--- src/design/assert_macros.svh ---
// assertion helpers used by the controller
`ifndef ASSERT_MACROS_SVH
`define ASSERT_MACROS_SVH

`ifndef SYNTHESIS

// check on every rising edge, switched off while reset is high
`define ASSERT_CLK(lbl, clk, rst, prop) \
  lbl: assert property (@(posedge clk) disable iff (rst) prop) \
    else $error("assertion failed");

// check on every rising edge, reset included
`define ASSERT_ALWAYS(lbl, clk, prop) \
  lbl: assert property (@(posedge clk) prop) \
    else $error("assertion failed");

`else

`define ASSERT_CLK(lbl, clk, rst, prop)
`define ASSERT_ALWAYS(lbl, clk, prop)

`endif

`endif

--- src/design/mrc_pkg.sv ---
`timescale 1ns / 1ps

package mrc_pkg;

  // fixed field widths
  localparam int KEY_W       = 32;
  localparam int RADIX_W     = 8;
  localparam int COUNT_W     = 3;
  localparam int OUT_DIGIT_W = 8;
  localparam int RADIX_REGS  = 4;
  localparam int OUT_DIGITS  = 4;
  localparam int ADDR_W      = 5;
  localparam int DATA_W      = 32;
  localparam int REG_IDX_W   = 3;

  // command codes
  typedef enum logic [1:0] {
    CMD_CLEAR = 2'd0,
    CMD_STEP  = 2'd1,
    CMD_KEY   = 2'd2,
    CMD_LOAD  = 2'd3
  } command_t;

  // result status codes
  typedef enum logic [1:0] {
    ST_OK    = 2'd0,
    ST_WRAP  = 2'd1,
    ST_RANGE = 2'd2
  } status_t;

  // register indexes
  typedef enum logic [REG_IDX_W-1:0] {
    REG_DIGIT_COUNT = 3'd0,
    REG_RADIX_0     = 3'd1,
    REG_RADIX_1     = 3'd2,
    REG_RADIX_2     = 3'd3,
    REG_RADIX_3     = 3'd4
  } reg_idx_t;

  typedef logic [RADIX_REGS-1:0][RADIX_W-1:0] radix_arr_t;

  // controller to datapath
  typedef struct packed {
    logic capture;
    logic total_step;
    logic clear_digits;
    logic idx_zero;
    logic idx_top;
    logic idx_inc;
    logic idx_dec;
    logic step_digit;
    logic div_start;
    logic div_take;
    logic key_step;
    logic set_wrap;
    logic set_range;
  } ctl_t;

  // datapath to controller
  typedef struct packed {
    logic idx_is_zero;
    logic idx_is_last;
    logic step_carry;
    logic div_done;
  } sts_t;

endpackage

--- src/design/mrc_regs.sv ---
`timescale 1ns / 1ps

module mrc_regs (
  input  logic                           clk,
  input  logic                           rst,
  input  logic                           psel,
  input  logic                           penable,
  input  logic                           pwrite,
  input  logic [mrc_pkg::ADDR_W-1:0]     paddr,
  input  logic [mrc_pkg::DATA_W-1:0]     pwdata,
  output logic [mrc_pkg::DATA_W-1:0]     prdata,
  output logic                           pready,
  output logic [mrc_pkg::COUNT_W-1:0]    digit_count,
  output mrc_pkg::radix_arr_t            radix
);

  mrc_pkg::reg_idx_t reg_idx;
  logic              wr_en;

  assign pready  = 1'b1;
  assign reg_idx = mrc_pkg::reg_idx_t'(paddr[4:2]);
  assign wr_en   = psel & penable & pwrite & pready;

  // register writes
  always_ff @(posedge clk) begin
    if (rst) begin
      digit_count <= mrc_pkg::COUNT_W'(1);
      for (int i = 0; i < mrc_pkg::RADIX_REGS; i++) begin
        radix[i] <= mrc_pkg::RADIX_W'(1);
      end
    end else if (wr_en) begin
      unique case (reg_idx)
        mrc_pkg::REG_DIGIT_COUNT: digit_count <= pwdata[mrc_pkg::COUNT_W-1:0];
        mrc_pkg::REG_RADIX_0:     radix[0] <= pwdata[mrc_pkg::RADIX_W-1:0];
        mrc_pkg::REG_RADIX_1:     radix[1] <= pwdata[mrc_pkg::RADIX_W-1:0];
        mrc_pkg::REG_RADIX_2:     radix[2] <= pwdata[mrc_pkg::RADIX_W-1:0];
        mrc_pkg::REG_RADIX_3:     radix[3] <= pwdata[mrc_pkg::RADIX_W-1:0];
        default: ;
      endcase
    end
  end

  // register reads
  always_comb begin
    unique case (reg_idx)
      mrc_pkg::REG_DIGIT_COUNT: prdata = mrc_pkg::DATA_W'(digit_count);
      mrc_pkg::REG_RADIX_0:     prdata = mrc_pkg::DATA_W'(radix[0]);
      mrc_pkg::REG_RADIX_1:     prdata = mrc_pkg::DATA_W'(radix[1]);
      mrc_pkg::REG_RADIX_2:     prdata = mrc_pkg::DATA_W'(radix[2]);
      mrc_pkg::REG_RADIX_3:     prdata = mrc_pkg::DATA_W'(radix[3]);
      default:                  prdata = '0;
    endcase
  end

endmodule

--- src/design/mrc_div.sv ---
`timescale 1ns / 1ps

module mrc_div (
  input  logic                         clk,
  input  logic                         rst,
  input  logic                         start,
  input  logic [mrc_pkg::KEY_W-1:0]    dividend,
  input  logic [mrc_pkg::RADIX_W-1:0]  divisor,
  output logic                         done,
  output logic [mrc_pkg::KEY_W-1:0]    quotient,
  output logic [mrc_pkg::RADIX_W-1:0]  remainder
);

  localparam int CNT_W = $clog2(mrc_pkg::KEY_W);

  logic                         run;
  logic [CNT_W-1:0]             cnt;
  logic [mrc_pkg::RADIX_W:0]    trial;
  logic [mrc_pkg::RADIX_W:0]    diff;
  logic                         ge;

  // one quotient bit per cycle, restoring
  assign trial = {remainder, quotient[mrc_pkg::KEY_W-1]};
  assign ge    = trial >= {1'b0, divisor};
  assign diff  = trial - {1'b0, divisor};

  // control
  always_ff @(posedge clk) begin
    if (rst) begin
      run  <= 1'b0;
      done <= 1'b0;
      cnt  <= '0;
    end else begin
      done <= 1'b0;
      if (start) begin
        run <= 1'b1;
        cnt <= '0;
      end else if (run) begin
        cnt <= cnt + CNT_W'(1);
        if (cnt == CNT_W'(mrc_pkg::KEY_W - 1)) begin
          run  <= 1'b0;
          done <= 1'b1;
        end
      end
    end
  end

  // shift registers
  always_ff @(posedge clk) begin
    if (start) begin
      quotient  <= dividend;
      remainder <= '0;
    end else if (run) begin
      quotient  <= {quotient[mrc_pkg::KEY_W-2:0], ge};
      remainder <= ge ? diff[mrc_pkg::RADIX_W-1:0] : trial[mrc_pkg::RADIX_W-1:0];
    end
  end

endmodule

--- src/design/mrc_dp.sv ---
`timescale 1ns / 1ps

module mrc_dp #(
  parameter int MAX_DIGITS = 4,
  parameter int DIGIT_BITS = 8
) (
  input  logic                             clk,
  input  logic                             rst,
  input  mrc_pkg::ctl_t                    ctl,
  output mrc_pkg::sts_t                    sts,
  input  logic [mrc_pkg::COUNT_W-1:0]      digit_count,
  input  mrc_pkg::radix_arr_t              radix,
  input  logic [mrc_pkg::KEY_W-1:0]        key_in,
  output mrc_pkg::status_t                 status,
  output logic [mrc_pkg::KEY_W-1:0]        key_out,
  output logic [mrc_pkg::KEY_W-1:0]        total_count,
  output logic [mrc_pkg::OUT_DIGIT_W-1:0]  digit_out [mrc_pkg::OUT_DIGITS]
);

  localparam int IDXW   = (MAX_DIGITS > 1) ? $clog2(MAX_DIGITS) : 1;
  localparam int SW     = (DIGIT_BITS + 1 > mrc_pkg::RADIX_W) ? DIGIT_BITS + 1
                                                              : mrc_pkg::RADIX_W;
  localparam int PROD_W = mrc_pkg::KEY_W + mrc_pkg::RADIX_W;

  logic [DIGIT_BITS-1:0]        digits [MAX_DIGITS];
  logic [mrc_pkg::RADIX_W-1:0]  rad_eff [MAX_DIGITS];
  logic [IDXW-1:0]              idx;
  logic [IDXW-1:0]              n_last;
  logic [mrc_pkg::KEY_W-1:0]    key_in_q;
  logic [mrc_pkg::KEY_W-1:0]    work;
  logic [mrc_pkg::RADIX_W-1:0]  rad_cur;
  logic [DIGIT_BITS-1:0]        dig_cur;
  logic [SW-1:0]                d_inc;
  logic [mrc_pkg::KEY_W-1:0]    mul_a;
  logic [PROD_W-1:0]            prod;
  logic [mrc_pkg::KEY_W-1:0]    total_next;
  logic [mrc_pkg::KEY_W-1:0]    key_next;
  logic [IDXW-1:0]              n_last_next;
  logic                         div_done;
  logic [mrc_pkg::KEY_W-1:0]    div_quo;
  logic [mrc_pkg::RADIX_W-1:0]  div_rem;

  // effective radix per digit: zero reads as one, no register means one
  for (genvar j = 0; j < MAX_DIGITS; j++) begin : g_rad
    if (j < mrc_pkg::RADIX_REGS) begin : g_reg
      assign rad_eff[j] = (radix[j] == '0) ? mrc_pkg::RADIX_W'(1) : radix[j];
    end else begin : g_one
      assign rad_eff[j] = mrc_pkg::RADIX_W'(1);
    end
  end

  assign rad_cur = rad_eff[idx];
  assign dig_cur = digits[idx];

  // last digit in use, count clamped to one..MAX_DIGITS
  always_comb begin
    if (digit_count == '0) begin
      n_last_next = '0;
    end else if (32'(digit_count) >= 32'(MAX_DIGITS)) begin
      n_last_next = IDXW'(MAX_DIGITS - 1);
    end else begin
      n_last_next = IDXW'(digit_count - mrc_pkg::COUNT_W'(1));
    end
  end

  // shared 32x8 multiplier for the product and the key
  assign mul_a      = ctl.total_step ? total_count : key_out;
  assign prod       = PROD_W'(mul_a) * PROD_W'(rad_cur);
  assign total_next = (prod[PROD_W-1:mrc_pkg::KEY_W] != '0) ? '1
                                                             : prod[mrc_pkg::KEY_W-1:0];
  assign key_next   = ((idx == '0) ? '0 : prod[mrc_pkg::KEY_W-1:0])
                      + mrc_pkg::KEY_W'(dig_cur);

  // step increment and carry test
  assign d_inc = SW'(dig_cur) + SW'(1);

  assign sts.idx_is_zero = (idx == '0);
  assign sts.idx_is_last = (idx == n_last);
  assign sts.step_carry  = d_inc >= SW'(rad_cur);
  assign sts.div_done    = div_done;

  mrc_div u_div (
    .clk       (clk),
    .rst       (rst),
    .start     (ctl.div_start),
    .dividend  (work),
    .divisor   (rad_cur),
    .done      (div_done),
    .quotient  (div_quo),
    .remainder (div_rem)
  );

  // digit index
  always_ff @(posedge clk) begin
    if (rst) begin
      idx <= '0;
    end else if (ctl.capture || ctl.idx_zero) begin
      idx <= '0;
    end else if (ctl.idx_top) begin
      idx <= n_last;
    end else if (ctl.idx_inc) begin
      idx <= idx + IDXW'(1);
    end else if (ctl.idx_dec) begin
      idx <= idx - IDXW'(1);
    end
  end

  // digit store
  always_ff @(posedge clk) begin
    if (rst || ctl.clear_digits) begin
      for (int i = 0; i < MAX_DIGITS; i++) begin
        digits[i] <= '0;
      end
    end else if (ctl.step_digit) begin
      digits[idx] <= sts.step_carry ? '0 : DIGIT_BITS'(d_inc);
    end else if (ctl.div_take) begin
      digits[idx] <= DIGIT_BITS'(div_rem);
    end
  end

  // per-command working registers
  always_ff @(posedge clk) begin
    if (ctl.capture) begin
      key_in_q    <= key_in;
      work        <= key_in;
      n_last      <= n_last_next;
      total_count <= mrc_pkg::KEY_W'(1);
    end else begin
      if (ctl.total_step) begin
        total_count <= total_next;
      end
      if (ctl.div_take) begin
        work <= div_quo;
      end
    end
    if (ctl.key_step) begin
      key_out <= key_next;
    end
  end

  // result status
  always_ff @(posedge clk) begin
    if (rst || ctl.capture) begin
      status <= mrc_pkg::ST_OK;
    end else if (ctl.set_wrap) begin
      status <= mrc_pkg::ST_WRAP;
    end else if (ctl.set_range && (key_in_q >= total_count)) begin
      status <= mrc_pkg::ST_RANGE;
    end
  end

  // digits on the result ports, unused digits read zero
  for (genvar i = 0; i < mrc_pkg::OUT_DIGITS; i++) begin : g_out
    if (i < MAX_DIGITS) begin : g_used
      assign digit_out[i] = (IDXW'(i) <= n_last) ? mrc_pkg::OUT_DIGIT_W'(digits[i]) : '0;
    end else begin : g_none
      assign digit_out[i] = '0;
    end
  end

endmodule

--- src/design/mrc_ctrl.sv ---
`timescale 1ns / 1ps
`include "assert_macros.svh"

module mrc_ctrl (
  input  logic           clk,
  input  logic           rst,
  input  logic           start,
  input  logic [1:0]     command,
  output logic           busy,
  output logic           done,
  output mrc_pkg::ctl_t  ctl,
  input  mrc_pkg::sts_t  sts
);

  typedef enum logic [6:0] {
    S_IDLE   = 7'b0000001,
    S_TOTAL  = 7'b0000010,
    S_STEP   = 7'b0000100,
    S_DIVGO  = 7'b0001000,
    S_DIVRUN = 7'b0010000,
    S_KEY    = 7'b0100000,
    S_DONE   = 7'b1000000
  } state_t;

  state_t             state, state_next;
  mrc_pkg::command_t  cmd_q;

  assign busy = (state != S_IDLE);
  assign done = (state == S_DONE);

  // state register and latched command
  always_ff @(posedge clk) begin
    if (rst) begin
      state <= S_IDLE;
      cmd_q <= mrc_pkg::CMD_CLEAR;
    end else begin
      state <= state_next;
      if (start && !busy) begin
        cmd_q <= mrc_pkg::command_t'(command);
      end
    end
  end

  // sequencing
  always_comb begin
    state_next = state;
    ctl        = '0;
    unique case (state)
      S_IDLE: begin
        if (start) begin
          ctl.capture = 1'b1;
          state_next  = S_TOTAL;
        end
      end
      S_TOTAL: begin
        ctl.total_step = 1'b1;
        if (sts.idx_is_last) begin
          unique case (cmd_q)
            mrc_pkg::CMD_CLEAR: begin
              ctl.clear_digits = 1'b1;
              ctl.idx_zero     = 1'b1;
              state_next       = S_KEY;
            end
            mrc_pkg::CMD_STEP: begin
              ctl.idx_top = 1'b1;
              state_next  = S_STEP;
            end
            mrc_pkg::CMD_KEY: begin
              ctl.idx_zero = 1'b1;
              state_next   = S_KEY;
            end
            mrc_pkg::CMD_LOAD: begin
              ctl.idx_top = 1'b1;
              state_next  = S_DIVGO;
            end
            default: ;
          endcase
        end else begin
          ctl.idx_inc = 1'b1;
        end
      end
      S_STEP: begin
        ctl.step_digit = 1'b1;
        if (!sts.step_carry) begin
          ctl.idx_zero = 1'b1;
          state_next   = S_KEY;
        end else if (sts.idx_is_zero) begin
          ctl.set_wrap = 1'b1;
          ctl.idx_zero = 1'b1;
          state_next   = S_KEY;
        end else begin
          ctl.idx_dec = 1'b1;
        end
      end
      S_DIVGO: begin
        ctl.div_start = 1'b1;
        ctl.set_range = 1'b1;
        state_next    = S_DIVRUN;
      end
      S_DIVRUN: begin
        if (sts.div_done) begin
          ctl.div_take = 1'b1;
          if (sts.idx_is_zero) begin
            ctl.idx_zero = 1'b1;
            state_next   = S_KEY;
          end else begin
            ctl.idx_dec = 1'b1;
            state_next  = S_DIVGO;
          end
        end
      end
      S_KEY: begin
        ctl.key_step = 1'b1;
        if (sts.idx_is_last) begin
          state_next = S_DONE;
        end else begin
          ctl.idx_inc = 1'b1;
        end
      end
      S_DONE: begin
        state_next = S_IDLE;
      end
      default: begin
        state_next = S_IDLE;
      end
    endcase
  end

  // checks
  `ASSERT_CLK(a_done_then_idle, clk, rst, done |=> !busy)
  `ASSERT_CLK(a_accept_then_busy, clk, rst, (start && !busy) |=> (busy && !done))
  `ASSERT_CLK(a_wrap_only_at_top, clk, rst, ctl.set_wrap |-> (sts.idx_is_zero && sts.step_carry))
  `ASSERT_ALWAYS(a_no_done_in_reset, clk, rst |=> !done)

endmodule

--- src/design/mixed_radix_cursor.sv ---
`timescale 1ns / 1ps

// Mixed-radix odometer with up to MAX_DIGITS digits (digit 0 most
// significant), radices set over the register port. A command is taken when
// start is high and busy is low; busy stays high until its single result
// beat, which is on the result ports for exactly one cycle with done high.
// There is no back-pressure: the receiver must take the beat in that cycle.
// Every command first builds the product of radices; a clear then zeroes
// the digits, a step adds one at the last digit with the carry running toward
// digit 0, and a key load divides the key by each radix in the bit-serial
// divider, last digit first. Every command ends by building the key report.
// The product of radices and the key are each built one digit per cycle
// through a single shared 32x8 multiplier.
module mixed_radix_cursor #(
  parameter int MAX_DIGITS = 4,
  parameter int DIGIT_BITS = 8
) (
  input  logic                             clk,
  input  logic                             rst,
  input  logic                             psel,
  input  logic                             penable,
  input  logic                             pwrite,
  input  logic [mrc_pkg::ADDR_W-1:0]       paddr,
  input  logic [mrc_pkg::DATA_W-1:0]       pwdata,
  output logic [mrc_pkg::DATA_W-1:0]       prdata,
  output logic                             pready,
  input  logic                             start,
  output logic                             busy,
  input  logic [1:0]                       command,
  input  logic [mrc_pkg::KEY_W-1:0]        key_in,
  output logic                             done,
  output logic [1:0]                       status,
  output logic [mrc_pkg::KEY_W-1:0]        key_out,
  output logic [mrc_pkg::KEY_W-1:0]        total_count,
  output logic [mrc_pkg::OUT_DIGIT_W-1:0]  digit_0,
  output logic [mrc_pkg::OUT_DIGIT_W-1:0]  digit_1,
  output logic [mrc_pkg::OUT_DIGIT_W-1:0]  digit_2,
  output logic [mrc_pkg::OUT_DIGIT_W-1:0]  digit_3
);

  logic [mrc_pkg::COUNT_W-1:0]      digit_count;
  mrc_pkg::radix_arr_t              radix;
  mrc_pkg::ctl_t                    ctl;
  mrc_pkg::sts_t                    sts;
  mrc_pkg::status_t                 status_q;
  logic [mrc_pkg::OUT_DIGIT_W-1:0]  digit_out [mrc_pkg::OUT_DIGITS];

  // register file
  mrc_regs u_regs (
    .clk         (clk),
    .rst         (rst),
    .psel        (psel),
    .penable     (penable),
    .pwrite      (pwrite),
    .paddr       (paddr),
    .pwdata      (pwdata),
    .prdata      (prdata),
    .pready      (pready),
    .digit_count (digit_count),
    .radix       (radix)
  );

  // sequencer
  mrc_ctrl u_ctrl (
    .clk     (clk),
    .rst     (rst),
    .start   (start),
    .command (command),
    .busy    (busy),
    .done    (done),
    .ctl     (ctl),
    .sts     (sts)
  );

  // digit store and arithmetic
  mrc_dp #(
    .MAX_DIGITS (MAX_DIGITS),
    .DIGIT_BITS (DIGIT_BITS)
  ) u_dp (
    .clk         (clk),
    .rst         (rst),
    .ctl         (ctl),
    .sts         (sts),
    .digit_count (digit_count),
    .radix       (radix),
    .key_in      (key_in),
    .status      (status_q),
    .key_out     (key_out),
    .total_count (total_count),
    .digit_out   (digit_out)
  );

  assign status  = status_q;
  assign digit_0 = digit_out[0];
  assign digit_1 = digit_out[1];
  assign digit_2 = digit_out[2];
  assign digit_3 = digit_out[3];

endmodule
--- config.mk ---
export PLATFORM = sky130hd
export DESIGN_NAME = mixed_radix_cursor
export DESIGN_NICKNAME = d
export VERILOG_FILES = /design/src/design/mrc_pkg.sv /design/src/design/mrc_regs.sv /design/src/design/mrc_div.sv /design/src/design/mrc_dp.sv /design/src/design/mrc_ctrl.sv /design/src/design/mixed_radix_cursor.sv
export VERILOG_INCLUDE_DIRS = /design/src /design/src/design
export SDC_FILE = /design/constraint.sdc
export NUM_CORES = 1
export LEC_CHECK = 0
export ABC_AREA = 1
export BUFFER_PORTS_ARGS = -buffer_cell sky130_fd_sc_hd__buf_2
export CELL_PAD_IN_SITES_DETAIL_PLACEMENT = 1
export CELL_PAD_IN_SITES_GLOBAL_PLACEMENT = 1
export CORE_AREA = 2 2 283 285
export CTS_CLUSTER_DIAMETER = 120
export DETAILED_ROUTE_END_ITERATION = 6
export DIE_AREA = 0 0 285 287
export PLACE_DENSITY_LB_ADDON = 0.1
export SETUP_SLACK_MARGIN = 0.15
export SLEW_MARGIN = 5
export SYNTH_ARGS = -nofsm -noshare
export SYNTH_HDL_FRONTEND = slang
export SYNTH_SLANG_ARGS = --single-unit
--- constraint.sdc ---
create_clock -name clk -period 6.6 [get_ports clk]
set_input_delay 0 -clock clk [delete_from_list [all_inputs] [get_ports clk]]
set_output_delay 0 -clock clk [all_outputs]
set_load 0.01 [all_outputs]
-- After elaboration in Yosys (flattened, before gate mapping)
Memories as Yosys holds them, arrays and structs flattened. A register that Yosys moved wholly into a read port is not among the register bits.
Cells that the tools add are included.
- $add $sub $neg: 7
- $mul: 1
- divide/modulo/power cells: 0
- magnitude comparators: 9
- eq/ne operators: 22
- shift operators: 0
- mux-type cells: 80
- bitwise gates (word level): 5
- reductions and logical operators: 33
- operators with widths (kind ; number):
    $mux 32 ; 7
    $mux 8 ; 14
    $mux 7 ; 6
    $pmux 7 s6 ; 1
    $mul 32x8->40 ; 1
    $pmux 8 s5 ; 1
    $mux 1 ; 37
    $add 32x8->32 ; 1
    $ge 32x32->1 ; 1
    $logic_not 8->1 ; 4
    $pmux 7 s3 ; 1
    $ge 9x8->1 ; 2
    $bmux 8 s2 ; 1
    $mux 2 ; 8
    $reduce_or 2->1 ; 6
    $reduce_and 2->1 ; 5
    $add 8x1->9 const B ; 1
    $reduce_bool 8->1 ; 1
    $reduce_or 8->1 ; 1
    $sub 8x8->8 ; 1
    $eq 7x1->1 const B ; 1
    $eq 7x2->1 const B ; 1
    $eq 7x3->1 const B ; 1
    $eq 7x4->1 const B ; 1
    37 further kinds ; 53
- flip-flop bits (word level): 225
- latch bits: 0
- RAM bits: 32
- memory bits (read-only): 0
- output and inout bits: 133
- memories: 1
- memories (name ; words ; width ; read ports ; clocked after Yosys merged registers in ; write ports ; RTL line ; RTL):
    u_dp.digits ; 4 ; 8 ; 5 ; 1 ; 4 ; mrc_dp.sv:25 ; logic [DIGIT_BITS-1:0] digits [MAX_DIGITS];

-- Depth between registers and ports, before layout
Gate-level depths: netlist of run 1.
- word-level depth: 13
- gate-level depth with buffers: 37
- mapped depth without buffers: 35

-- Modules after synthesis
Synthesis of run 1 repeated with hierarchy kept, for this count alone.
- cell total of the unflattened synthesis: 3264
- area total of the unflattened synthesis: 23795.3 um^2
- modules (own cells, without submodules) (module ; times used ; cells each ; area each (um^2) ; seq. area each (um^2)):
    mrc_dp ; 1 ; 2545 ; 18521.5 ; 4664.5
    mrc_div ; 1 ; 302 ; 2481.1 ; 1261.2
    mrc_regs ; 1 ; 316 ; 2099.5 ; 700.7
    mrc_ctrl ; 1 ; 101 ; 693.2 ; 180.2

-- Least setup slack after synthesis of run 1
OpenSTA, ideal clock, no wires.
- path kind: flip-flop to flip-flop
- start point: register u_ctrl.state[2]
- end point: register u_dp.key_out[24] in the netlist's numbering (data pin)
- setup time: 0.252 ns
- arrival: 5.929 ns
- data required time: 6.348 ns
- path slack: 0.419 ns
- cell stages (with the launch flop): 33
- period minus slack after synthesis: 6.181 ns
- path through: dfxtp_1 nor4_2 nand2_2 inv_1 buf_2 buf_2 nand2_1 o21ai_1 nor2_1 fa_1 inv_1 fa_1 inv_1 fa_1 inv_1 fa_1 inv_1 ha_1 xor2_1 inv_1 nor2_1 ha_1 nand2_1 o21ai_0 a21oi_1 nor2_2 nand3_4 nor2_8 nand4_4 nor2_4 nand2_1 nand2_1 nand2_1
- word-level cells in the longest chain between the ends: 6
- ends and longest elaborated chain (element ; RTL line ; RTL):
    from (decl) ; mrc_ctrl.sv:25 ; state_t state, state_next;
    from (signal assigned) ; mrc_ctrl.sv:37 ; state <= state_next;
    $eq 7x2->1 ; mrc_ctrl.sv:48 ; unique case (state)
    $mux 2 ; mrc_ctrl.sv:48 ;
    $mux 32 ; mrc_dp.sv:67 ; assign mul_a = ctl.total_step ? total_count : key_out;
    $mul 32x8->40 ; mrc_dp.sv:68 ; assign prod = PROD_W'(mul_a) * PROD_W'(rad_cur);
    $mux 32 ; mrc_dp.sv:71 ; assign key_next = ((idx == '0) ? '0 : prod[mrc_pkg::KEY_W-1:0])
    $add 32x8->32 ; mrc_dp.sv:72 ; + mrc_pkg::KEY_W'(dig_cur);
    net u_dp.key_next, one bit ; mrc_dp.sv:37 ; logic [mrc_pkg::KEY_W-1:0] key_next;
    to (signal assigned) ; mrc_dp.sv:137 ; key_out <= key_next;
    to (decl) ; mrc_dp.sv:15 ; output logic [mrc_pkg::KEY_W-1:0] key_out,
The timed path passes the listed nets, and every way through them passes these cells.
A chain may end at the register's enable or synchronous reset.

-- Worst setup path after layout of run 1
- start point: register u_dp.idx[0]
- end point: register u_dp.key_out[24] in the netlist's numbering (data pin)
- word-level cells in the longest chain between the ends: 7
- ends and longest elaborated chain (element ; RTL line ; RTL):
    from (decl) ; mrc_dp.sv:27 ; logic [IDXW-1:0] idx;
    from (signal assigned) ; mrc_dp.sv:100 ; idx <= n_last;
    from (signal assigned) ; mrc_dp.sv:102 ; idx <= idx + IDXW'(1);
    from (signal assigned) ; mrc_dp.sv:104 ; idx <= idx - IDXW'(1);
    $not 2->3 (not written as such) ; mrc_dp.sv:52 ; assign rad_cur = rad_eff[idx];
    $bmux 8 s2 ; mrc_dp.sv:52 ;
    $mux 8 (not written as such) (2 in series) ; mrc_dp.sv:52 ;
    $mul 32x8->40 ; mrc_dp.sv:68 ;
    $mux 32 * ; mrc_dp.sv:71 ;
    $add 32x8->32 * ; mrc_dp.sv:72 ;
    net u_dp.key_next, one bit ; mrc_dp.sv:37 ;
Mark *: on every way through the listed nets, which the timed path passes. The rest lies on a longest branch. The select of a mux whose other input is x is not followed.

==> results.toml, run 1 <==
[global_routing]
track_usage_pct = 22.9
grt_pass1_wl_um = 142000
top_usage_layer = "met2"
use_met1_pct = 30.4
grt_max_degree = 68
met3_usage_pct = 1.93
overflow = 0
grt_pass1_vias = 23200
antenna_found_initial = 2
use_met2_pct = 39.6

[worst_hold_path]
min-delay-start = "penable"
worstHoldPathType = "input pin to flip-flop"

[logic_synthesis]
syn-mean-instance-area_um2 = 7.47
synth_edf_count = 162
synthCells = 3128
ys_seq_area_share_pct = 29.1
synth_top_cell_by_area = "edfxtp_1"
synth_top_cell_area_share_pct = 20.8
netlist_area_um2 = 23400
synthDistinctLibCells = 58
synth.area.top_cells = "edfxtp_1 21%, fa_1 16%, nand2_1 13%, inv_1 9.4%, dfxtp_1 8.3%"
synthFlopType = "edfxtp_1"
ys_async_sr_fraction_pct = 0
synth_seq_cells = 259
yosysWarnings = 0

[power_and_ir_drop]
power_frac_clock_pct = 30.8
powerDensity_nw_per_um2 = 208
p_sw_share_pct = 38.7
p_int_mw = 3.75
seq_power_share_pct = 30.7
vdd_drop_max_v = 0.000146
p_total_mw = 6.12
p_comb_share_pct = 38.5
p_leak_nw = 14.4
power_switching_mw = 2.37

[route]
wl_per_cell_um = 21.3
drc = 0
wirelength_um = 97200
ant_nets = 0
vias = 22000
drt-pass1-iter-count = 5
routed_via_density = 4.82
drt_iter0_drc = 1082

[sta]
setup_viol = 0
finalCriticalPeriod_ns = 6.18
fin_skew_ns = 0.0323
period_share_pct = 93.7
worst_pin_slew_ns = 1.12
rsz0062_at_grt = "yes"
hold_viol_final = 0
worst_slew_margin_rel_pct = 24.8
maxSlewViolCount = 0
max_freq_ghz = 0.162

[placement]
placed_area_um2 = 26400
portBuffers = 158
dp_hpwl_um = 75500
gp_congestion = 0.901

[critical_path]
cp_max_fo = 24
cpMaxStageDelayCell = "fa_1"
cp.required_ns = 6.93
path_class = "flip-flop to flip-flop"
timing.rr.start = "u_dp.idx[0]"
critPathArrivalTime_ns = 6.51
end_kind = "flip-flop"
cp_common_cell = "nand2_1"
cp_slowest_stage_delay_ns = 0.56
startpoint_type = "flip-flop"
cp-startpoint = "u_dp.idx[0]"

[cells_and_area]
fill_cells = 9658
diodes = 0
area_growth_pct = 25.9
drive_gt1_share_pct = 20.3
design_area_um2 = 29400
finish.utilization_pct = 37.4
final_cell_mix = "749 x nand2_1, 572 x inv_1, 363 x nor2_1, 180 x fa_1, 164 x buf_4"
nets = 3862
final_common_cell = "nand2_1"

[clocking]
clock_path_buffers = 3
cts_tree = "built"
clock_latency_ns = 0.57
cts_sinks = 259
cts_buffers = 35
clockRootBuffer = "clkbuf_16"
clk_pin_slew_ns = 0.06
h-tree-depth = 2

[floorplan]
core_um2 = 78600
rows = 103
die_h_um = 287
io_pins = 210
die-area_um2 = 81800
start_util_pct = 29.7
die_w_um = 285

[outcome]
outcome = "complete, no violations"

[job]
cap_violations = 0
[per-stage QoR]
step | instances | worst slack, ns | hold slack [ns] | TNS [ns]
global placement | 4413 | -0.162 | 0.198 | -0.519
global route | 4558 | 0.106 | 0.170 | 0
finish | 4558 | 0.418 | 0.0938 | 0
CTS | 4527 | 0.150 | 0.0701 | 0
detailed placement | 4413 | -0.252 | 0.196 | -4.33
floorplan | 3151 | 0.419 | 0.0989 | 0
[path summary, 6_finish.rpt]
check / slack, ns / depth (start not counted) / endpoint
worst max-delay path: 0.42 / 31 / u_dp.key_out[24]
worst min-delay path: 0.09 / 4 / u_regs.digit_count[0]
worst max register to register: 0.42 / 31 / u_dp.key_out[24]
worst min register to register: 0.48 / 2 / u_dp.u_div.cnt[4]
[synth_stat cells, types with 4 or more instances]
cell type / number
inv_1: 586
nor4_1: 6
edfxtp_1: 162
clkbuf_1: 51
dfxtp_1: 97
o21ai_0: 109
buf_1: 6
nor2_4: 11
buf_6: 5
buf_4: 34
nand3_2: 14
nand2_2: 14
nand3_1: 91
nand2_1: 783
ha_1: 120
o21bai_1: 6
o21ai_1: 28
xnor2_1: 11
a21oi_1: 101
o211ai_1: 19
nor2_2: 20
a21o_1: 4
or2_2: 11
nor2_1: 433
nand3b_1: 5
nand4_1: 64
inv_2: 26
xor2_1: 30
o21a_1: 5
nor3_1: 18
a221oi_1: 7
fa_1: 182
o22ai_1: 12
buf_2: 13
a31oi_1: 4
[worst max-delay path, delay by kind of cell, from the launching register on]
kind                       cells  cell delay (ns)
DFF                            1             0.40
buffers and inverters          8             0.97
AOI/OAI and AO/OA              1             0.31
and+or+nand+nor               17             1.82
adders and majority gates      5             2.38
[registers in the layout, summed over array words and instances (netlist names), 8 cells and up, named ones only]
| signal | count |
|---|---|
| u_dp.digits | 32 |
| u_dp.key_in_q | 32 |
| u_dp.key_out | 32 |
| u_dp.total_count | 32 |
| u_dp.u_div.quotient | 32 |
| u_dp.work | 32 |
| u_regs.radix | 32 |
| u_dp.u_div.remainder | 8 |
[metal layers]
metal | routed length (um) | vias up
met4 | 3160 | 0
met3 | 3060 | 121
li1 | - | 10400
met2 | 47000 | 405
met5 | 0 | -
met1 | 44000 | 11100
[kinds of logic after synthesis]
family / after synthesis / share of synthesized area, %
AOI/OAI and AO/OA: 315 / 7.78
muxes: 1 / 0.0428
DFF: 259 / 29.1
and+or+nand+nor: 1485 / 27.1
buffers and inverters: 723 / 12.4
other: 2 / 0.0321
adders and majority gates: 302 / 22.0
xor gates and xnor gates: 41 / 1.54
[power by group through the flow]
stage	registers [mW]	logic (mW)	clock network, mW
after floorplan	1.90	1.18	0
after global placement	1.91	1.92	0
after detailed placement	1.91	1.96	0
after CTS	1.88	2.02	1.93
after global routing	1.89	2.59	1.99
final	1.88	2.35	1.89
[cell type report]
type                       count  area (um^2)  area share [%]
multi-input combinational   2169        14700            49.9
sequential                   259         6810            23.2
timing repair buffer         404         3180            10.8
inverter                     614         2330            7.94
tap                         1050         1310            4.47
clock buffer                  46          948            3.22
clock inverter                16          144           0.489
[timing repair]
item,in CTS,in global routing
cloned,3,7
pin swaps,2,40
resized for setup,30,235
buffers inserted,3,24
endpoints found under the setup margin,47,55
hold buffers,46,0
hold endpoints to repair,107,0
(Power assumes the default switching activity.)
==> inputs of run 2 (changes only) <==
--- a/config.mk
+++ b/config.mk
@@ -7,7 +7,7 @@
 export NUM_CORES = 1
 export LEC_CHECK = 0
 export ABC_AREA = 1
-export BUFFER_PORTS_ARGS = -buffer_cell sky130_fd_sc_hd__buf_2
+export BUFFER_PORTS_ARGS = -buffer_cell sky130_fd_sc_hd__clkbuf_2
 export CELL_PAD_IN_SITES_DETAIL_PLACEMENT = 1
 export CELL_PAD_IN_SITES_GLOBAL_PLACEMENT = 1
 export CORE_AREA = 2 2 283 285
==> run 2 against run 1 <==
Against the previous run: flip-flop and latch count stayed put; first-iteration DRC count is 1.2% lower; clock-buffer cell count is 1 lower; worst hold slack worse by 0.0088 ns; design area down 0.77%; total power is 0.20% lower; clock power up 10%; wire length decreased by 2.7%; sequential power hardly changed; via count decreased by 1.3%.
==> results.toml, run 2 (same netlist as run 1, synthesis figures left out) <==
[cells_and_area]
regArea_um2 = 6820
nets = 3858
finish.utilization_pct = 37.1
final_cell_mix = "751 x nand2_1, 576 x inv_1, 390 x nor2_1, 180 x fa_1"
fill_cells = 9646
area_growth_pct = 24.9
final_common_cell = "nand2_1"
design_area_um2 = 29200
multi_input_area_um2 = 14400
drive_gt1_share_pct = 19.6
final_cells = 4558

[worst_hold_path]
whs_path_depth = 5
min-delay-start = "penable"
worstHoldPathType = "input pin to flip-flop"
hold_end = "u_regs.radix[0]"

[critical_path]
critPathArrivalTime_ns = 6.67
end_kind = "flip-flop"
timing.rr.start = "u_ctrl.state[0]"
path_class = "flip-flop to flip-flop"
cp_common_cell = "nand2_1"
cp.required_ns = 7.07
cpMaxStageDelayCell = "fa_1"
startpoint_type = "flip-flop"
path_buf_inv = 8
critical_path.top_delay_family = "adder cells"
cp_max_fo = 16
r2r-end = "u_dp.total_count[26]"
reg2reg_depth = 29
cp_slowest_stage_delay_ns = 0.56
worst-r2r-setup-slack_ns = 0.40

[clocking]
clock_path_buffers = 3
clockRootBuffer = "clkbuf_16"
cts_tree = "built"
cts_sinks = 259
clk_pin_slew_ns = 0.06
h-tree-depth = 2
cts_buffers = 36
clock_latency_ns = 0.58

[power_and_ir_drop]
vdd_drop_max_v = 0.000182
p_leak_nw = 14.3
powerDensity_nw_per_um2 = 209

[sta]
rsz0062_at_grt = "yes"
maxSlewViolCount = 0
worst_pin_slew_ns = 1.07
hold_viol_final = 0
totalNegativeSetupSlack_ns = 0
period_share_pct = 94.0
layout_setup_ws_ns = 0.398
finalCriticalPeriod_ns = 6.20
setup_viol = 0
max_freq_ghz = 0.161
fin_skew_ns = 0.0219
worst_slew_margin_rel_pct = 27.9

[placement]
placed_area_um2 = 26400
dp_hpwl_um = 75400
portBuffers = 158
dpl.cell_count = 4419
dp_slack_ns = -0.194
gp_congestion = 0.901

[floorplan]
die_w_um = 285
core_um2 = 78600
start_util_pct = 29.7
die-area_um2 = 81800
die_h_um = 287
io_pins = 210
rows = 103

[route]
routed_via_density = 4.76
drt-pass1-iter-count = 5
wl_per_cell_um = 20.8
drc = 0
drt_iter0_drc = 1069
vias = 21700
ant_nets = 0
wirelength_um = 94600

[global_routing]
grt_max_degree = 68
overflow = 0
antenna_found_initial = 1
grt_pass1_vias = 22900
grt_pass1_wl_um = 140000
track_usage_pct = 22.5

[job]
cap_violations = 0

[outcome]
outcome = "complete, no violations"
run 2: cell count changes in the layout (fill, tap and decap cells not counted), sizes merged, moves of 2 or more:
cell / change
clkinvlp: +2
clkinv: +3
buf: -163
bufinv: +3
dlygate4sd3: +2
clkbuf: +155
bufbuf: -2
run 2: per-layer routing:
metal / vias up / global-route usage [%] / wire length [um]
li1: 10400 / - / -
met1: 10700 / 29.7 / 42400
met2: 425 / 38.3 / 45400
met3: 126 / 2.47 / 3430
met4: 0 / 7.55 / 3390
met5: - / 0 / 0
run 2: how the worst max path moves through the flow:
stage | startpoint | endpoint | slack [ns] | depth (start not counted)
5_1_grt | u_dp.idx[1] | u_dp.total_count[29] | 0.11 | 34
3_3_place_gp | u_dp.idx[1] | u_dp.key_out[23] | -0.11 | 29
3_5_place_dp | u_dp.idx[1] | u_dp.key_out[23] | -0.19 | 29
2_1_floorplan | u_ctrl.state[2] | u_dp.key_out[24] | 0.42 | 32
6_report | u_ctrl.state[0] | u_dp.total_count[26] | 0.40 | 29
4_1_cts | u_dp.idx[1] | u_dp.key_out[23] | 0.13 | 31
run 2: where the power goes:
group / total, mW / leakage (nW) / switching, mW / internal (mW)
clock: 2.08 / 0.608 / 0.838 / 1.24
combinational: 2.15 / 11.3 / 1.38 / 0.765
sequential: 1.88 / 2.35 / 0.0608 / 1.82
total: 6.10 / 14.3 / 2.28 / 3.82
run 2: repair_timing:
item                                    4_1_cts  5_1_grt
resized for setup                            29      184
hold endpoints to repair                    107        0
pin swaps                                     1       27
buffers inserted                              0       18
endpoints found under the setup margin       54       54
gates cloned                                  0        6
hold buffers                                 48        0
run 2: cell type report:
type / count / share of cell area, %
sequential: 259 / 23.4
clock inverter: 21 / 0.831
tap: 1050 / 4.50
clock buffer: 45 / 3.41
timing repair buffer: 397 / 10.4
antenna: 1 / 0.00857
multi-input combinational: 2169 / 49.4
timing repair inverter: 2 / 0.0600
inverter: 614 / 8.02
run 2: tightest hold or removal path, delay by kind of cell:
kind | cells | cell delay [ns]
AND/OR/NAND/NOR | 4 | 0.54
buffers and inverters | 1 | 0.08
run 2: through the flow:
step	total power, mW	hold WS, ns
global route	6.46	0.129
CTS	6.03	0.0436
finish	6.10	0.0850
detailed placement	3.88	0.200
global placement	3.84	0.201
floorplan	3.08	0.0989
==> inputs of run 3 (changes only) <==
--- a/config.mk
+++ b/config.mk
@@ -10,11 +10,11 @@
 export BUFFER_PORTS_ARGS = -buffer_cell sky130_fd_sc_hd__clkbuf_2
 export CELL_PAD_IN_SITES_DETAIL_PLACEMENT = 1
 export CELL_PAD_IN_SITES_GLOBAL_PLACEMENT = 1
-export CORE_AREA = 2 2 283 285
+export CORE_AREA = 2 2 242 244
 export CTS_CLUSTER_DIAMETER = 120
 export DETAILED_ROUTE_END_ITERATION = 6
-export DIE_AREA = 0 0 285 287
-export PLACE_DENSITY_LB_ADDON = 0.1
+export DIE_AREA = 0 0 244 246
+export PLACE_DENSITY = 0.79
 export SETUP_SLACK_MARGIN = 0.15
 export SLEW_MARGIN = 5
 export SYNTH_ARGS = -nofsm -noshare
==> run 3 against run 2 <==
Against the previous run: the flow now finishes with violations (design-rule violations); final cell count down 7.2%; total power down 6.5%; setup slack worse by 0.34 ns; design area down 2.5%; critical path depth up 3; critical path type unchanged.
==> results.toml, run 3 (same netlist as run 1, synthesis figures left out) <==
[route]
dr_wl_met3_um = 6810
vias = 23000
drt_iter0_drc = 1710
wirelength_um = 93200
dr_wl_met2_um = 44600
ant_nets = 0
drt-pass1-iter-count = 7
routed_via_density = 5.43
wl_per_cell_um = 22.0
met1_length_um = 36800
drc = 1
routed.top_layer = "met4"

[cells_and_area]
design_area_um2 = 28500
final_common_cell = "nand2_1"
drive_gt1_share_pct = 19.0
final_cell_mix = "746 x nand2_1, 577 x inv_1, 378 x nor2_1, 180 x fa_1, 162 x edfxtp_1"
finish.utilization_pct = 49.6
area_growth_pct = 21.9
nets = 3822
multi_input_area_um2 = 14600
fill_cells = 7090
final_cells = 4231
regArea_um2 = 6820

[clocking]
clk_pin_slew_ns = 0.06
cts_tree = "built"
cts_buffers = 28
clockRootBuffer = "clkbuf_16"
h-tree-depth = 1
clock_path_buffers = 3
cts_sinks = 259
clock_latency_ns = 0.58

[placement]
dp_slack_ns = -0.0585
dpl.cell_count = 4086
gp_congestion = 0.990
placed_area_um2 = 25700
dp_hpwl_um = 66500
portBuffers = 158

[sta]
max_freq_ghz = 0.153
maxSlewViolCount = 0
finalCriticalPeriod_ns = 6.54
fin_skew_ns = 0.0168
rsz0062_at_grt = "yes"
setup_viol = 0
worst_slew_margin_rel_pct = 18.7
whs_ns = 0.135
layout_setup_ws_ns = 0.0586
worst_pin_slew_ns = 1.21
period_share_pct = 99.1
hold_viol_final = 0

[floorplan]
die_w_um = 244
die-area_um2 = 60000
start_util_pct = 40.7
rows = 88
io_pins = 210
core_um2 = 57400
die_h_um = 246

[critical_path]
critPathArrivalTime_ns = 6.85
cp-startpoint = "u_ctrl.state[0]"
end_kind = "flip-flop"
cp_common_cell = "nand2_1"
worst-r2r-setup-slack_ns = 0.06
cp_slowest_stage_delay_ns = 0.58
startpoint_type = "flip-flop"
timing.rr.start = "u_ctrl.state[0]"
reg2reg_depth = 32
r2r-end = "u_dp.key_out[27]"
cp_max_fo = 12
cp.required_ns = 6.90
cpMaxStageDelayCell = "fa_1"
endpoint = "u_dp.key_out[27]"
path_class = "flip-flop to flip-flop"

[outcome]
violations = "design-rule violations"
outcome = "finished with violations"

[worst_hold_path]
worstHoldPathType = "input pin to flip-flop"
whs_path_depth = 7

[global_routing]
antenna_found_initial = 0
track_usage_pct = 28.6
grt_pass1_vias = 23700
grt_max_degree = 71
overflow = 0
grt_pass1_wl_um = 134000

[power_and_ir_drop]
vdd_drop_max_v = 0.000172
power_frac_clock_pct = 27.9
powerDensity_nw_per_um2 = 200
power_switching_mw = 2.25
p_int_mw = 3.46
p_comb_share_pct = 39.1
p_leak_nw = 14.0
seq_power_share_pct = 33.0
p_sw_share_pct = 39.3

[job]
cap_violations = 0
## run 3: routing by layer
| metal | vias up | track usage [%] |
|---|---|---|
| met1 | 11400 | 36.5 |
| met5 | - | 0 |
| met3 | 288 | 4.41 |
| met2 | 967 | 49.4 |
| li1 | 10300 | - |
| met4 | 0 | 9.81 |
## run 3: area by class of cell
class,count,share of cell area (%)
Antenna cell,1,0.00879
Clock buffer,36,2.71
Clock inverter,16,0.404
Inverter,614,8.15
Multi-Input combinational cell,2169,51.4
Sequential cell,259,23.9
Tap cell,765,3.36
Timing Repair Buffer,371,10.0
## run 3: power by group through the flow
stage          Combinational, mW  Clock, mW  Sequential, mW
4_1_cts                     1.87       1.59            1.88
2_1_floorplan               1.18          0            1.90
5_1_grt                     2.42       1.66            1.89
3_5_place_dp                1.81          0            1.91
3_3_place_gp                1.75          0            1.91
6_report                    2.23       1.59            1.88
## run 3: critical path: cells and delay by family, from the launching register on
| kind | cells | cell delay [ns] |
|---|---|---|
| buffers and inverters | 7 | 0.94 |
| AO/OA/AOI/OAI | 1 | 0.11 |
| AND/OR/NAND/NOR | 19 | 2.35 |
| flip-flops | 1 | 0.34 |
| adder cells (fa/ha/maj) | 5 | 2.52 |
## run 3: worst min-delay path by stage
stage | startpoint | to
2_1_floorplan | key_in[0] | u_dp.key_in_q[0]
3_3_place_gp | key_in[24] | u_dp.key_in_q[24]
3_5_place_dp | key_in[24] | u_dp.key_in_q[24]
4_1_cts | paddr[4] | u_regs.digit_count[2]
5_1_grt | key_in[21] | u_dp.key_in_q[21]
6_report | paddr[4] | u_regs.radix[0]
## run 3: timing repair
item                                   4_1_cts  5_1_grt
gates resized for setup                     29      214
endpoints found under the hold margin      107        0
setup buffers                                0       34
setup endpoints to repair                   48       55
pin swaps                                    1       50
hold buffers                                51        0
cloned                                       1        6
## run 3: per-stage QoR
step,TNS (ns),power (mW)
after floorplan,0,3.08
after global placement,0,3.66
after detailed placement,-0.0599,3.72
after CTS,0,5.34
after global routing,-1.01,5.96
final,0,5.71
